==> src/rtl/array_deque_indexed_store_unit_macros.svh <==
// ---------------------------------------------------------------------------
// Assertion macros for the array deque indexed store unit
// Concurrent checks that compile away when SYNTHESIS is defined.
// ---------------------------------------------------------------------------
`ifndef ARRAY_DEQUE_INDEXED_STORE_UNIT_MACROS_SVH
`define ARRAY_DEQUE_INDEXED_STORE_UNIT_MACROS_SVH

`ifndef SYNTHESIS

// Check an expression at every clock edge outside reset.
`define ADSU_ASSERT_ALWAYS(lbl, expr, msg) \
    lbl: assert property (@(posedge i_clk) disable iff (!i_rst_n) (expr)) \
        else $error(msg);

// Check that a condition implies a consequence in the next cycle.
`define ADSU_ASSERT_NEXT(lbl, ante, cons, msg) \
    lbl: assert property (@(posedge i_clk) disable iff (!i_rst_n) (ante) |=> (cons)) \
        else $error(msg);

`else

`define ADSU_ASSERT_ALWAYS(lbl, expr, msg)
`define ADSU_ASSERT_NEXT(lbl, ante, cons, msg)

`endif

`endif

==> src/rtl/adsu_pkg.sv <==
// ---------------------------------------------------------------------------
// adsu_pkg
// Command and status codes of the array deque indexed store unit.
// ---------------------------------------------------------------------------
`default_nettype none

package adsu_pkg;

    localparam int KIND_W   = 3;
    localparam int STATUS_W = 2;

    typedef logic [KIND_W-1:0]   t_kind;
    typedef logic [STATUS_W-1:0] t_status;

    localparam t_kind KIND_INSERT = 3'd0;
    localparam t_kind KIND_REMOVE = 3'd1;
    localparam t_kind KIND_GET    = 3'd2;
    localparam t_kind KIND_SET    = 3'd3;
    localparam t_kind KIND_FIND   = 3'd4;
    localparam t_kind KIND_CLEAR  = 3'd5;

    localparam t_status ST_OK       = 2'd0;
    localparam t_status ST_RANGE    = 2'd1;
    localparam t_status ST_FULL     = 2'd2;
    localparam t_status ST_NOTFOUND = 2'd3;

endpackage

`default_nettype wire

==> src/rtl/array_deque_indexed_store_unit.sv <==
// Array deque indexed store unit. Holds up to CAPACITY words in a circular
// single-port-write, single-port-read memory with a head slot and a count,
// and runs one command per transaction: insert, remove, get, set, find or
// clear at a logical position. One command is worked on at a time; the
// input side stalls until its result is registered, and the next command is
// taken while that result still waits downstream. Steps per command: clear,
// unused codes, an insert, remove, get or set out of range and an insert into
// a full store go straight to the result; get reads its word and set writes
// its slot; insert moves m words and then writes the new one; remove reads
// its word and then moves m words. The m words move one per cycle through the
// memory's read and write ports: m is the position when it lies below half
// the count (front side), else count - position for insert and count -
// position - 1 for remove, so at most CAPACITY/2 moves; find reads the
// elements in order and stops at the first match or after the last one, one
// compare per cycle against the registered read data. A result that waits on
// a stalled output register holds the next command in its final state. No
// clearing pass is needed after reset: only written entries are ever read.
// ---------------------------------------------------------------------------
// array_deque_indexed_store_unit
// Circular-buffer deque with positional insert/remove, get, set and find.
// ---------------------------------------------------------------------------
`default_nettype none

`include "array_deque_indexed_store_unit_macros.svh"

module array_deque_indexed_store_unit
    import adsu_pkg::*;
#(
    parameter int CAPACITY   = 16,
    parameter int DATA_WIDTH = 32
) (
    input  wire                             i_clk,
    input  wire                             i_rst_n,
    // command channel
    input  wire                             i_valid,
    output logic                            o_stall,
    input  wire  [KIND_W-1:0]               i_kind,
    input  wire  [$clog2(CAPACITY+1)-1:0]   i_position,
    input  wire  [DATA_WIDTH-1:0]           i_value,
    // result channel
    output logic                            o_valid,
    input  wire                             i_stall,
    output logic [STATUS_W-1:0]             o_status,
    output logic [DATA_WIDTH-1:0]           o_read_value,
    output logic [$clog2(CAPACITY)-1:0]     o_found_position,
    output logic [$clog2(CAPACITY+1)-1:0]   o_count_after
);

    // slot index width and count width
    localparam int SW = $clog2(CAPACITY);
    localparam int CW = $clog2(CAPACITY+1);

    localparam logic [CW:0]   CAP_SUM   = (CW+1)'(CAPACITY);
    localparam logic [CW-1:0] CAP_COUNT = CW'(CAPACITY);
    localparam logic [SW-1:0] LAST_SLOT = SW'(CAPACITY - 1);
    localparam logic [CW-1:0] ONE_COUNT = CW'(1);

    // controller states
    localparam logic [2:0] S_IDLE = 3'd0;
    localparam logic [2:0] S_GRAB = 3'd1;
    localparam logic [2:0] S_MOVE = 3'd2;
    localparam logic [2:0] S_FIND = 3'd3;
    localparam logic [2:0] S_FIN  = 3'd4;
    localparam logic [2:0] S_DONE = 3'd5;

    // physical slot of a logical offset from a base slot
    function automatic logic [SW-1:0] slot_add(input logic [SW-1:0] base,
                                               input logic [CW-1:0] off);
        logic [CW:0] sum;
        sum = {{(CW+1-SW){1'b0}}, base} + {1'b0, off};
        if (sum >= CAP_SUM) begin
            sum = sum - CAP_SUM;
        end
        return sum[SW-1:0];
    endfunction

    // neighbor slot, wrapping around the ring
    function automatic logic [SW-1:0] slot_step(input logic [SW-1:0] s,
                                                input logic        up);
        logic [SW-1:0] r;
        if (up) begin
            r = (s == LAST_SLOT) ? '0 : s + SW'(1);
        end else begin
            r = (s == '0) ? LAST_SLOT : s - SW'(1);
        end
        return r;
    endfunction

    // -----------------------------------------------------------------------
    // Storage: one write port, one read port with registered data
    // -----------------------------------------------------------------------
    logic [DATA_WIDTH-1:0] r_mem [CAPACITY];
    logic [DATA_WIDTH-1:0] r_rdata;

    logic                  mem_we;
    logic [SW-1:0]         mem_waddr;
    logic [DATA_WIDTH-1:0] mem_wdata;
    logic                  mem_re;
    logic [SW-1:0]         mem_raddr;

    always_ff @(posedge i_clk) begin
        if (mem_we) begin
            r_mem[mem_waddr] <= mem_wdata;
        end
        if (mem_re) begin
            r_rdata <= r_mem[mem_raddr];
        end
    end

    // -----------------------------------------------------------------------
    // Controller registers
    // -----------------------------------------------------------------------
    logic [2:0]            r_state;
    logic [SW-1:0]         r_head;      // slot of logical element 0
    logic [CW-1:0]         r_count;     // elements held
    t_kind                 r_kind;      // command in flight
    logic [DATA_WIDTH-1:0] r_word;      // word to write or search for
    logic [SW-1:0]         r_fslot;     // slot of the final write
    logic                  r_front;     // remove shifts the front side

    // shift engine: dst takes the word at src, src steps on
    logic [SW-1:0]         r_dst;
    logic [SW-1:0]         r_src;
    logic                  r_up;
    logic [CW-1:0]         r_left;
    logic                  r_pend;      // a read is in flight, write it next
    logic [SW-1:0]         r_pdst;

    // find scan
    logic [CW-1:0]         r_issue;     // next logical index to read
    logic                  r_cv;        // r_rdata holds element r_cidx
    logic [SW-1:0]         r_cidx;

    // result being built
    t_status               r_status;
    logic [DATA_WIDTH-1:0] r_rd;
    logic [SW-1:0]         r_found;

    // output register
    logic                  r_ovalid;
    t_status               r_ostatus;
    logic [DATA_WIDTH-1:0] r_oread;
    logic [SW-1:0]         r_ofound;
    logic [CW-1:0]         r_ocount;

    logic          accept;
    logic [CW-1:0] half;
    logic          in_range;    // position names an element
    logic          find_hit;
    logic          find_issue;
    logic          out_load;    // finished result moves into the output register

    assign o_stall  = (r_state != S_IDLE);
    assign accept   = i_valid && (r_state == S_IDLE);
    assign half     = r_count >> 1;
    assign in_range = (i_position < r_count);
    assign find_hit = r_cv && (r_rdata == r_word);
    assign find_issue = !find_hit && (r_issue != r_count);
    assign out_load = (r_state == S_DONE) && (!r_ovalid || !i_stall);

    // -----------------------------------------------------------------------
    // Memory port steering
    // -----------------------------------------------------------------------
    always_comb begin
        mem_re    = 1'b0;
        mem_raddr = r_src;
        mem_we    = 1'b0;
        mem_waddr = r_pdst;
        mem_wdata = r_rdata;
        case (r_state)
            S_IDLE: begin
                // fetch the addressed word for get and remove
                if (accept && in_range
                        && ((i_kind == KIND_GET) || (i_kind == KIND_REMOVE))) begin
                    mem_re    = 1'b1;
                    mem_raddr = slot_add(r_head, i_position);
                end
            end
            S_MOVE: begin
                mem_re = (r_left != '0);
                mem_we = r_pend;
            end
            S_FIND: begin
                mem_re = find_issue;
            end
            S_FIN: begin
                if ((r_kind == KIND_INSERT) || (r_kind == KIND_SET)) begin
                    mem_we    = 1'b1;
                    mem_waddr = r_fslot;
                    mem_wdata = r_word;
                end
            end
            default: begin
            end
        endcase
    end

    // -----------------------------------------------------------------------
    // Sequencer
    // -----------------------------------------------------------------------
    always_ff @(posedge i_clk) begin
        if (!i_rst_n) begin
            r_state  <= S_IDLE;
            r_head   <= '0;
            r_count  <= '0;
            r_pend   <= 1'b0;
            r_cv     <= 1'b0;
            r_ovalid <= 1'b0;
        end else begin
            // raise valid on a new result, drop it once downstream takes it
            if (out_load) begin
                r_ovalid <= 1'b1;
            end else if (r_ovalid && !i_stall) begin
                r_ovalid <= 1'b0;
            end

            case (r_state)
                S_IDLE: begin
                    if (accept) begin
                        r_kind   <= i_kind;
                        r_word   <= i_value;
                        r_rd     <= '0;
                        r_found  <= '0;
                        r_pend   <= 1'b0;
                        r_cv     <= 1'b0;
                        case (i_kind)
                            KIND_INSERT: begin
                                if (i_position > r_count) begin
                                    r_status <= ST_RANGE;
                                    r_state  <= S_DONE;
                                end else if (r_count == CAP_COUNT) begin
                                    r_status <= ST_FULL;
                                    r_state  <= S_DONE;
                                end else if (i_position < half) begin
                                    // open a gap at the front: head moves back,
                                    // elements before the position shift down
                                    r_status <= ST_OK;
                                    r_head  <= slot_step(r_head, 1'b0);
                                    r_dst   <= slot_step(r_head, 1'b0);
                                    r_src   <= r_head;
                                    r_up    <= 1'b1;
                                    r_left  <= i_position;
                                    r_fslot <= slot_add(slot_step(r_head, 1'b0),
                                                        i_position);
                                    r_state <= S_MOVE;
                                end else begin
                                    // open a gap at the back
                                    r_status <= ST_OK;
                                    r_dst   <= slot_add(r_head, r_count);
                                    r_src   <= slot_step(slot_add(r_head, r_count), 1'b0);
                                    r_up    <= 1'b0;
                                    r_left  <= r_count - i_position;
                                    r_fslot <= slot_add(r_head, i_position);
                                    r_state <= S_MOVE;
                                end
                            end
                            KIND_REMOVE: begin
                                if (!in_range) begin
                                    r_status <= ST_RANGE;
                                    r_state  <= S_DONE;
                                end else begin
                                    r_status <= ST_OK;
                                    r_dst   <= slot_add(r_head, i_position);
                                    r_front <= (i_position < half);
                                    if (i_position < half) begin
                                        // close the hole from the front
                                        r_src  <= slot_step(slot_add(r_head, i_position),
                                                            1'b0);
                                        r_up   <= 1'b0;
                                        r_left <= i_position;
                                    end else begin
                                        // close the hole from the back
                                        r_src  <= slot_step(slot_add(r_head, i_position),
                                                            1'b1);
                                        r_up   <= 1'b1;
                                        r_left <= r_count - i_position - ONE_COUNT;
                                    end
                                    r_state <= S_GRAB;
                                end
                            end
                            KIND_GET: begin
                                if (!in_range) begin
                                    r_status <= ST_RANGE;
                                    r_state  <= S_DONE;
                                end else begin
                                    r_status <= ST_OK;
                                    r_state  <= S_GRAB;
                                end
                            end
                            KIND_SET: begin
                                if (!in_range) begin
                                    r_status <= ST_RANGE;
                                    r_state  <= S_DONE;
                                end else begin
                                    r_status <= ST_OK;
                                    r_fslot  <= slot_add(r_head, i_position);
                                    r_state  <= S_FIN;
                                end
                            end
                            KIND_FIND: begin
                                r_status <= ST_NOTFOUND;
                                r_src    <= r_head;
                                r_issue  <= '0;
                                r_state  <= S_FIND;
                            end
                            KIND_CLEAR: begin
                                r_status <= ST_OK;
                                r_count  <= '0;
                                r_head   <= '0;
                                r_state  <= S_DONE;
                            end
                            default: begin
                                // unused codes: report ok, change nothing
                                r_status <= ST_OK;
                                r_state  <= S_DONE;
                            end
                        endcase
                    end
                end

                S_GRAB: begin
                    // hold the word read for get or remove
                    r_rd    <= r_rdata;
                    r_state <= (r_kind == KIND_GET) ? S_DONE : S_MOVE;
                end

                S_MOVE: begin
                    // one move per cycle: read src now, write its old dst next
                    if (r_left != '0) begin
                        r_pdst <= r_dst;
                        r_pend <= 1'b1;
                        r_dst  <= r_src;
                        r_src  <= slot_step(r_src, r_up);
                        r_left <= r_left - ONE_COUNT;
                    end else begin
                        r_pend  <= 1'b0;
                        r_state <= S_FIN;
                    end
                end

                S_FIND: begin
                    if (find_hit) begin
                        r_status <= ST_OK;
                        r_found  <= r_cidx;
                        r_state  <= S_DONE;
                    end else if (r_issue == r_count) begin
                        r_state <= S_DONE;
                    end else begin
                        r_src   <= slot_step(r_src, 1'b1);
                        r_cidx  <= r_issue[SW-1:0];
                        r_issue <= r_issue + ONE_COUNT;
                        r_cv    <= 1'b1;
                    end
                end

                S_FIN: begin
                    case (r_kind)
                        KIND_INSERT: begin
                            r_count <= r_count + ONE_COUNT;
                        end
                        KIND_REMOVE: begin
                            r_count <= r_count - ONE_COUNT;
                            if (r_front) begin
                                r_head <= slot_step(r_head, 1'b1);
                            end
                        end
                        default: begin
                        end
                    endcase
                    r_state <= S_DONE;
                end

                S_DONE: begin
                    // load the result once the output register is free
                    if (out_load) begin
                        r_ostatus <= r_status;
                        r_oread   <= r_rd;
                        r_ofound  <= r_found;
                        r_ocount  <= r_count;
                        r_state   <= S_IDLE;
                    end
                end

                default: begin
                    r_state <= S_IDLE;
                end
            endcase
        end
    end

    assign o_valid          = r_ovalid;
    assign o_status         = r_ostatus;
    assign o_read_value     = r_oread;
    assign o_found_position = r_ofound;
    assign o_count_after    = r_ocount;

    // -----------------------------------------------------------------------
    // Assertions
    // -----------------------------------------------------------------------
    `ADSU_ASSERT_ALWAYS(a_count_bound, r_count <= CAP_COUNT, "count above capacity")
    `ADSU_ASSERT_ALWAYS(a_rw_apart, !(mem_we && mem_re) || (mem_waddr != mem_raddr),
        "read and write hit the same slot")
    `ADSU_ASSERT_ALWAYS(a_moves_bound, (r_state != S_MOVE) || (r_left <= r_count),
        "more moves pending than elements")
    `ADSU_ASSERT_NEXT(a_insert_grows, (r_state == S_FIN) && (r_kind == KIND_INSERT),
        r_count == $past(r_count) + ONE_COUNT, "insert did not grow the count")
    `ADSU_ASSERT_NEXT(a_result_loaded, (r_state == S_DONE) && (!r_ovalid || !i_stall),
        o_valid && (r_state == S_IDLE), "result not loaded on completion")

endmodule

`default_nettype wire
==> config.mk <==
export PLATFORM = sky130hd
export DESIGN_NAME = array_deque_indexed_store_unit
export DESIGN_NICKNAME = d
export VERILOG_FILES = /design/src/rtl/adsu_pkg.sv /design/src/rtl/array_deque_indexed_store_unit.sv
export VERILOG_INCLUDE_DIRS = /design/src /design/src/rtl
export SDC_FILE = /design/constraint.sdc
export NUM_CORES = 1
export LEC_CHECK = 0
export BUFFER_PORTS_ARGS = -buffer_cell sky130_fd_sc_hd__buf_2
export CORE_UTILIZATION = 40
export DETAILED_ROUTE_END_ITERATION = 10
export MAX_ROUTING_LAYER = met4
export PLACE_DENSITY = 0.63
export SYNTH_ARGS = -nofsm -noshare
export SYNTH_HDL_FRONTEND = slang
export SYNTH_SLANG_ARGS = --single-unit
==> constraint.sdc <==
create_clock -name i_clk -period 4.8 [get_ports i_clk]
set_clock_uncertainty 0.15 [all_clocks]
set_input_delay 0.96 -clock i_clk [delete_from_list [all_inputs] [get_ports i_clk]]
set_output_delay 0.96 -clock i_clk [all_outputs]
set_load 0.1 [all_outputs]
==> results.sh, run 1 <==
export IMPL_yosys_area_top_type="edfxtp_1"
export IMPL_synth_area_top_cells="edfxtp_1, mux2i_1, o22ai_1"
export IMPL_hold_viol=0
export IMPL_synth_area_sq_um=29000
export IMPL_r2r_end="r_mem[14][23]"
export IMPL_synth_yosys_seq_area_share=0.727
export IMPL_r2r_start="r_state[1]"
export IMPL_min_path_type="reg2reg"
export IMPL_dp_hpwl_um=41600
export IMPL_grt_pass1_vias=16400
export IMPL_grtUsageTotal=0.204
export IMPL_cp_buffers_inverters=2
export IMPL_wire_per_inst_um=24.9
export IMPL_max_stage_delay_ns=0.88
export IMPL_syn_to_final_growth_pct=15.8
export IMPL_crit_slowest_cell="nor2_4"
export IMPL_whs_path_depth=0
export IMPL_min_delay_start="r_rd[4]"
export IMPL_setup_tns_ns=0
export IMPL_clk_insertion_delay_late_ns=0.63
export IMPL_final_util=0.469
export IMPL_min_period_ns=4.00
export IMPL_slew_violations=0
export IMPL_total_power_mw=16.4
export IMPL_hold_end="o_read_value[4]"
export IMPL_design_area_sq_um=33600
export IMPL_cts_max_path_buffers=3
export IMPL_placed_cells=2802
export IMPL_grt_max_degree=35
export IMPL_fin_cells=2934
export IMPL_die_y_um=271
export IMPL_layout_common_cells="edfxtp_1, mux2i_1, o22ai_1, buf_2, clkbuf_16"
export IMPL_fillers=6104
export IMPL_final_common_cell="edfxtp_1"
export IMPL_cts_root_buffer="clkbuf_16"
export IMPL_required_ns=4.93
export IMPL_synthCells=1772
export IMPL_setup_ws_ns=0.795
export IMPL_power_leakage_nw=11.8
export IMPL_rows=98
export IMPL_pin_count=89
export IMPL_cts_sinks=707
export IMPL_htreeDepth=3
export IMPL_yosys_area_top_type_share=0.717
export IMPL_critPathTopFamily="simple AND/OR/NAND/NOR gates"
export IMPL_ys_seq_elements=707
export IMPL_cts_buffers_inserted=73
export IMPL_grt_pass1_wl_um=108000
export IMPL_critical_path_class="reg2reg"
export IMPL_async_flop_share=0
export IMPL_reg2reg_slack_ns=0.80
export IMPL_cp_data_arrival_time_ns=4.14
export IMPL_first_pass_iters=6
export IMPL_place_gp_congestion=0.861
export IMPL_p_int_mw=11.8
export IMPL_synthDistinctLibCells=70
export IMPL_cp_end_kind="flop"
export IMPL_routed_wl_um=73200
export IMPL_start_kind="flop"
export IMPL_drive_gt1_frac=0.172
export IMPL_cts_tree="yes"
export IMPL_synth_nets=1853
export IMPL_holdWs_ns=0.255
export IMPL_path_max_fanout=21
export IMPL_combinationalPowerShare=0.177
export IMPL_ctsResizeCount=0
export IMPL_drc=0
export IMPL_p_clk_frac=0.347
export IMPL_peakVddDrop_mv=0.415
export IMPL_pwr_share_seq=0.476
export IMPL_postSynthAreaPerCell_sq_um=16.4
export IMPL_final_antenna_net_count=0
export IMPL_tightest_slew_ns=1.05
export IMPL_dr_total_vias=16500
export IMPL_initialDrtViolationCount=1849
export IMPL_drv_cap=0
export IMPL_synth_edf_count=692
export IMPL_power_per_cell_area_nw_per_um2=489
export IMPL_rsz0062_at_grt="no"
export IMPL_status="completed"
export IMPL_fp_coreArea_sq_um=71600
export IMPL_fmax_mhz=250
export IMPL_synthFlopType="edfxtp_1"
export IMPL_initial_utilization=0.405
export IMPL_die_area_sq_um=73500
export IMPL_grt_antenna_before_repair=2
export IMPL_placed_cell_area_sq_um=31100
export IMPL_min_period_over_period=0.834
export IMPL_cts_setup_buffers=0
export IMPL_reg2regPathDepth=8
export IMPL_pre_cts_ws_ns=0.267
export IMPL_grt_overflow=0
export IMPL_nets=2008
export IMPL_ys_warnings_count=0
export IMPL_p_sw_mw=4.56
export IMPL_max_slew_margin_rel=0.299
export IMPL_crit_top_cell="nand2_1"
export IMPL_die_w_um=271
export IMPL_setup_viol=0
export IMPL_port_buffers=88
export IMPL_path_clk_slew_ns=0.06
export IMPL_drt_vias_per_instance=5.62
export IMPL_sw_frac_of_total=0.278
export IMPL_path_cells="nor2_1, nand2_1, nor3_4, inv_1, o22ai_1, nand2_1, nor2_4, buf_4"
export IMPL_cts_hold_buf=0
==> flip-flops by register name (all words and copies together) (netlist names), 5 cells and up <==
signal and cells:
r_mem 512, o_read_value 32, r_rd 32, r_rdata 32, r_word 32, o_count_after 5
r_count 5, r_issue 5, r_left 5
==> area by class of cell <==
cell class | count | area, sq um | area share
Tap cell | 950 | 1190 | 0.0354
Clock buffer | 92 | 1940 | 0.0578
Timing Repair Buffer | 162 | 1210 | 0.0360
Multi-Input combinational cell | 942 | 7510 | 0.224
Sequential cell | 707 | 21100 | 0.628
Clock inverter | 39 | 467 | 0.0139
Inverter | 41 | 154 | 0.00459
Antenna cell | 1 | 2.50 | 0.0000746
==> worst max-delay path by stage <==
stage	depth (start not counted)	startpoint	endpoint
after global placement	12	i_position[3]	r_rdata[11]
after floorplan	8	r_state[0]	r_mem[4][0]
final	8	r_state[1]	r_mem[14][23]
after detailed placement	12	i_position[3]	r_rdata[15]
after global routing	8	r_state[1]	r_mem[14][25]
after CTS	8	r_state[1]	r_mem[14][31]
==> power by group through the flow <==
stage                     logic (mW)  registers, mW  clock network (mW)
after floorplan                 1.78           7.97                   0
after global placement          2.81           7.92                   0
after detailed placement        2.89           7.93                   0
after CTS                       2.90           7.80                5.79
after global routing            3.11           7.83                6.02
final                           2.90           7.81                5.70
==> cell families after synthesis <==
group | after synthesis | share of synthesized area
buffers and inverters | 123 | 0.0201
and+or+nand+nor | 262 | 0.0485
DFF | 707 | 0.727
xor gates and xnor gates | 67 | 0.0202
muxes | 302 | 0.106
AOI/OAI and AO/OA | 274 | 0.0601
adders and majority gates | 37 | 0.0173
==> worst register-to-register path, cell delays in order (launching register included) <==
cell,delay [ns]
dfxtp_1,0.48
nor2_1,0.22
nand2_1,0.20
nor3_4,0.55
inv_1,0.18
o22ai_1,0.23
nand2_1,0.29
nor2_4,0.88
buf_4,0.47
==> layer usage <==
layer	global-route usage	routed length, um	vias up
met1	0.283	32500	8475
met5	-	0	-
met4	0.0557	1660	0
met3	0.0291	4460	115
li1	-	-	7279
met2	0.316	34500	630
==> cells in the mapped netlist, types with 34 or more instances <==
master / count
inv_1: 39
o22ai_1: 129
nand2_1: 50
nor2_1: 60
xor2_1: 42
a21oi_1: 51
and2_1: 36
mux2i_1: 266
or4_1: 34
mux2_2: 34
edfxtp_1: 692
clkbuf_1: 42
No activity file was read; power rests on OpenSTA's default activity.
==> inputs of run 2 (changes only) <==
--- a/config.mk
+++ b/config.mk
@@ -10,7 +10,7 @@
 export CORE_UTILIZATION = 40
 export DETAILED_ROUTE_END_ITERATION = 10
 export MAX_ROUTING_LAYER = met4
-export PLACE_DENSITY = 0.63
+export PLACE_DENSITY = 0.65
 export SYNTH_ARGS = -nofsm -noshare
 export SYNTH_HDL_FRONTEND = slang
 export SYNTH_SLANG_ARGS = --single-unit
==> constraint.sdc (replaced) <==
create_clock -name i_clk -period 3.65 [get_ports i_clk]
set_clock_uncertainty 0.15 [all_clocks]
set_input_delay 0.73 -clock i_clk [delete_from_list [all_inputs] [get_ports i_clk]]
set_output_delay 0.73 -clock i_clk [all_outputs]
set_load 0.1 [all_outputs]
==> run 2 against run 1 <==
Against the previous run: global-route usage down 0.41 points; cell count is 2.3% higher; sequential share of layout area shrank 1.4 points; setup slack lost 0.76 ns; power rose by 31%; maximum frequency up 11%; critical endpoint is now r_rdata[17]; die area unchanged.
==> results.sh, run 2 (synthesis results as in run 1) <==
export IMPL_fillers=6040
export IMPL_final_antenna_net_count=0
export IMPL_slew_violations=0
export IMPL_power_leakage_nw=12.2
export IMPL_initial_utilization=0.405
export IMPL_cp_end_kind="flop"
export IMPL_regMostFlops="r_mem"
export IMPL_grt_pass1_wl_um=106000
export IMPL_grtUsageTotal=0.200
export IMPL_path_cells="xnor2_1, nand2_1, or4_1, nor4_1, buf_4, nand3b_1, nand3_2, buf_12"
export IMPL_first_pass_iters=6
export IMPL_drv_cap=0
export IMPL_peakVddDrop_mv=0.456
export IMPL_clk_insertion_delay_late_ns=0.62
export IMPL_drc=0
export IMPL_crit_slowest_cell="or4_1"
export IMPL_die_w_um=271
export IMPL_cp_buffers_inverters=2
export IMPL_cts_buffers_inserted=72
export IMPL_routed_wl_um=72200
export IMPL_cts_hold_buf=0
export IMPL_final_util=0.479
export IMPL_cp_data_arrival_time_ns=3.82
export IMPL_required_ns=3.85
export IMPL_syn_to_final_growth_pct=18.4
export IMPL_multi_input_area_sq_um=7530
export IMPL_grt_antenna_before_repair=4
export IMPL_min_period_ns=3.62
export IMPL_die_y_um=271
export IMPL_place_gp_congestion=0.872
export IMPL_cts_root_buffer="clkbuf_16"
export IMPL_max_stage_delay_ns=0.71
export IMPL_min_path_type="in2reg"
export IMPL_path_max_fanout=19
export IMPL_grt_overflow=0
export IMPL_regArea_sq_um=21100
export IMPL_dp_hpwl_um=44300
export IMPL_cts_setup_buffers=0
export IMPL_cts_tree="yes"
export IMPL_fmax_mhz=276
export IMPL_die_area_sq_um=73500
export IMPL_tightest_slew_ns=1.14
export IMPL_port_buffers=88
export IMPL_fp_coreArea_sq_um=71600
export IMPL_ctsResizeCount=0
export IMPL_initialDrtViolationCount=1663
export IMPL_rows=98
export IMPL_largest_reg_flops=512
export IMPL_power_per_cell_area_nw_per_um2=627
export IMPL_critPathTopFamily="simple AND/OR/NAND/NOR gates"
export IMPL_htreeDepth=3
export IMPL_min_period_over_period=0.991
export IMPL_critical_path_class="reg2reg"
export IMPL_cts_sinks=707
export IMPL_nets=2081
export IMPL_cts_max_path_buffers=3
export IMPL_drive_gt1_frac=0.198
export IMPL_hold_viol=0
export IMPL_setup_viol=0
export IMPL_path_clk_slew_ns=0.06
export IMPL_status="completed"
export IMPL_pin_count=89
export IMPL_layout_common_cells="edfxtp_1, mux2i_1, o22ai_1, buf_4, buf_2"
export IMPL_rsz0062_at_grt="no"
export IMPL_drt_vias_per_instance=5.55
export IMPL_wire_per_inst_um=24.1
export IMPL_final_common_cell="edfxtp_1"
export IMPL_start_kind="flop"
export IMPL_total_power_mw=21.5
export IMPL_max_slew_margin_rel=0.236
export IMPL_dr_total_vias=16700
export IMPL_grt_pass1_vias=16400
export IMPL_setup_tns_ns=0
export IMPL_grt_max_degree=34
## run 2: changes by cell type in the layout (fill, tap and decap cells not counted), moves of 3 or more
cell        before  now
buf_12          17   40
clkinv_1        10   19
buf_4           57  107
inv_16           3    0
clkinvlp_4       7    1
clkbuf_1        17   11
## run 2: power by group
group | internal, mW | switching (mW)
combinational | 1.43 | 2.65
clock | 4.21 | 2.99
sequential | 9.95 | 0.284
## run 2: worst paths after layout
kind / startpoint / endpoint / slack, ns / cells after the start
worst min-delay path: i_value[30] / r_word[30] / 0.14 / 1
worst max register to register: r_rdata[22] / r_rdata[17] / 0.03 / 8
worst min register to register: r_rd[18] / o_read_value[18] / 0.26 / 0
worst max-delay path: r_rdata[22] / r_rdata[17] / 0.03 / 8
## run 2: per-stage QoR
step / setup WS [ns] / hold slack (ns) / instance area [sq um] / instances
CTS: 0.121 / 0.113 / 34300 / 2998
finish: 0.0327 / 0.138 / 34300 / 3002
global placement: -0.315 / 0.255 / 32000 / 2874
detailed placement: -0.410 / 0.255 / 32000 / 2874
floorplan: -0.410 / 0.250 / 29100 / 1772
global route: 0.0264 / 0.118 / 34300 / 3001
## run 2: worst register-to-register path, delay by kind of cell (launching register included)
kind / cells / cell delay (ns)
xor gates and xnor gates: 1 / 0.34
buffers and inverters: 2 / 0.49
and+or+nand+nor: 5 / 1.90
DFF: 1 / 0.48
## run 2: cell type report
type / count / area share
clock inverter: 38 / 0.0109
sequential: 707 / 0.615
antenna: 2 / 0.000146
multi-input combinational: 942 / 0.219
clock buffer: 86 / 0.0556
timing repair buffer: 236 / 0.0603
tap: 950 / 0.0346
inverter: 41 / 0.00449
## run 2: layer usage
layer,vias up,track usage,share of wire
met4,0,0.0643,0.029
met3,140,0.0388,0.079
met1,8397,0.279,0.44
met2,718,0.295,0.45
met5,-,-,0
li1,7411,-,-
==> inputs of run 3 (changes only) <==
--- a/config.mk
+++ b/config.mk
@@ -9,7 +9,7 @@
 export BUFFER_PORTS_ARGS = -buffer_cell sky130_fd_sc_hd__buf_2
 export CORE_UTILIZATION = 40
 export DETAILED_ROUTE_END_ITERATION = 10
-export MAX_ROUTING_LAYER = met4
+export GPL_TIMING_DRIVEN = 0
 export PLACE_DENSITY = 0.65
 export SYNTH_ARGS = -nofsm -noshare
 export SYNTH_HDL_FRONTEND = slang
==> run 3 against run 2 <==
Against the previous run: first-iteration DRC count up 30%; via count up 2.6%; register-to-register slack worse by 0.03 ns; hold slack worse by 0.013 ns; die area unchanged; setup slack worse by 0.027 ns; cell count up 0.43%; routed wire length up 8.9%; critical path type unchanged; highest routed layer unchanged.
==> results.sh, run 3 (synthesis results as in run 1) <==
export IMPL_grt_overflow=0
export IMPL_die_area_sq_um=73500
export IMPL_start_kind="flop"
export IMPL_hold_viol=0
export IMPL_reg2regPathDepth=9
export IMPL_wire_per_inst_um=26.1
export IMPL_required_ns=3.85
export IMPL_syn_to_final_growth_pct=20.1
export IMPL_initial_utilization=0.405
export IMPL_setup_ws_ns=0.00537
export IMPL_final_common_cell="edfxtp_1"
export IMPL_r2r_end="r_rdata[27]"
export IMPL_peakVddDrop_mv=0.665
export IMPL_layout_common_cells="edfxtp_1, mux2i_1, o22ai_1, buf_2, clkbuf_16"
export IMPL_dp_hpwl_um=48500
export IMPL_regMostFlops="r_mem"
export IMPL_initialDrtViolationCount=2163
export IMPL_first_pass_iters=5
export IMPL_critical_path_class="reg2reg"
export IMPL_fp_coreArea_sq_um=71600
export IMPL_fillers=5967
export IMPL_htreeDepth=3
export IMPL_cp_data_arrival_time_ns=3.85
export IMPL_largest_reg_flops=512
export IMPL_port_buffers=88
export IMPL_placed_cell_area_sq_um=31300
export IMPL_cts_max_path_buffers=3
export IMPL_grt_pass1_vias=16700
export IMPL_cts_tree="yes"
export IMPL_nets=2088
export IMPL_reg2reg_slack_ns=0.005
export IMPL_min_period_over_period=0.999
export IMPL_max_slew_margin_rel=0.279
export IMPL_dr_total_vias=17100
export IMPL_r2r_start="r_head[0]"
export IMPL_routed_wl_um=78600
export IMPL_min_delay_start="i_value[0]"
export IMPL_path_clk_slew_ns=0.07
export IMPL_endpoint="r_rdata[27]"
export IMPL_pin_count=89
export IMPL_place_gp_congestion=0.871
export IMPL_pre_cts_ws_ns=-1.51
export IMPL_final_antenna_net_count=0
export IMPL_crit_slowest_cell="or4_1"
export IMPL_power_per_cell_area_nw_per_um2=627
export IMPL_grt_antenna_before_repair=1
export IMPL_rows=98
export IMPL_clk_insertion_delay_late_ns=0.64
export IMPL_cts_hold_buf=0
export IMPL_power_leakage_nw=12.3
export IMPL_tightest_slew_ns=1.08
export IMPL_drv_cap=0
export IMPL_cts_root_buffer="clkbuf_16"
export IMPL_grt_pass1_wl_um=113000
export IMPL_crit_start="r_head[0]"
export IMPL_cts_sinks=707
export IMPL_path_max_fanout=10
export IMPL_grtUsageTotal=0.211
export IMPL_fmax_mhz=274
export IMPL_drc=0
export IMPL_grt_max_degree=29
export IMPL_die_y_um=271
export IMPL_status="completed"
export IMPL_path_cells="ha_1, fa_1, xnor2_1, o21ai_0, mux2i_1, nand2_1, buf_2, o22ai_1, or4_1"
export IMPL_slew_violations=0
export IMPL_design_area_sq_um=34800
export IMPL_max_stage_delay_ns=0.56
export IMPL_drive_gt1_frac=0.201
export IMPL_min_path_type="in2reg"
export IMPL_drt_vias_per_instance=5.67
export IMPL_cp_end_kind="flop"
export IMPL_setup_viol=0
export IMPL_min_period_ns=3.64
export IMPL_die_w_um=271
export IMPL_cts_buffers_inserted=72
-- run 3: cell type report --
class / count / area [sq um] / area share
Tap cell: 950 / 1190 / 0.0342
Clock inverter: 42 / 478 / 0.0137
Antenna cell: 2 / 5.00 / 0.000144
Timing Repair Buffer: 159 / 1580 / 0.0455
Clock buffer: 88 / 1860 / 0.0535
Sequential cell: 707 / 21100 / 0.606
Buffer: 81 / 739 / 0.0213
Multi-Input combinational cell: 945 / 7680 / 0.221
Inverter: 41 / 154 / 0.00442
-- run 3: repair_timing --
item,CTS,global route
endpoints found under the setup margin,1108,609
pin swaps,20,6
gates resized for setup,103,17
cloned,6,0
buffers inserted,33,15
-- run 3: worst min path at each step --
stage / end / slack, ns / cells past startpoint
after floorplan: o_found_position[0] / 0.25 / 0
after global placement: o_read_value[11] / 0.25 / 0
after detailed placement: o_status[0] / 0.25 / 0
after CTS: r_word[23] / 0.1 / 1
after global routing: r_word[22] / 0.09 / 1
final: r_word[0] / 0.13 / 1
-- run 3: power by group --
part / leakage (nW) / switching, mW / internal [mW]
clock network: 1.13 / 3.15 / 4.18
registers: 6.39 / 0.280 / 9.95
logic: 4.75 / 2.84 / 1.41
total: 12.3 / 6.27 / 15.5
-- run 3: per-stage QoR --
step | total power, mW | setup TNS, ns | hold WS [ns] | cells | utilization
floorplan | 12.9 | -134.38 | 0.250 | 1772 | -
global placement | 14.2 | -2017.54 | 0.253 | 2810 | 0.429
detailed placement | 14.3 | -784.84 | 0.255 | 2830 | 0.437
CTS | 21.8 | -21.37 | 0.0991 | 2999 | 0.483
global route | 22.5 | -0.390 | 0.0944 | 3014 | 0.486
finish | 21.8 | 0 | 0.125 | 3015 | 0.486
-- run 3: layer usage --
metal / vias up / share of wire / global-route usage
met4: 0 / 0.026 / 0.0611
met1: 8596 / 0.42 / 0.300
met5: - / 0 / 0
met2: 902 / 0.46 / 0.336
li1: 7450 / - / -
met3: 153 / 0.087 / 0.0339
-- run 3: critical path, delay by kind of cell, from the launching register on --
kind	cells	cell delay, ns
buffers and inverters	1	0.44
adder cells (fa/ha/maj)	2	0.68
multiplexers	1	0.18
flip-flops	1	0.40
XOR/XNOR	1	0.24
AND/OR/NAND/NOR	2	0.92
AO/OA/AOI/OAI	2	0.33
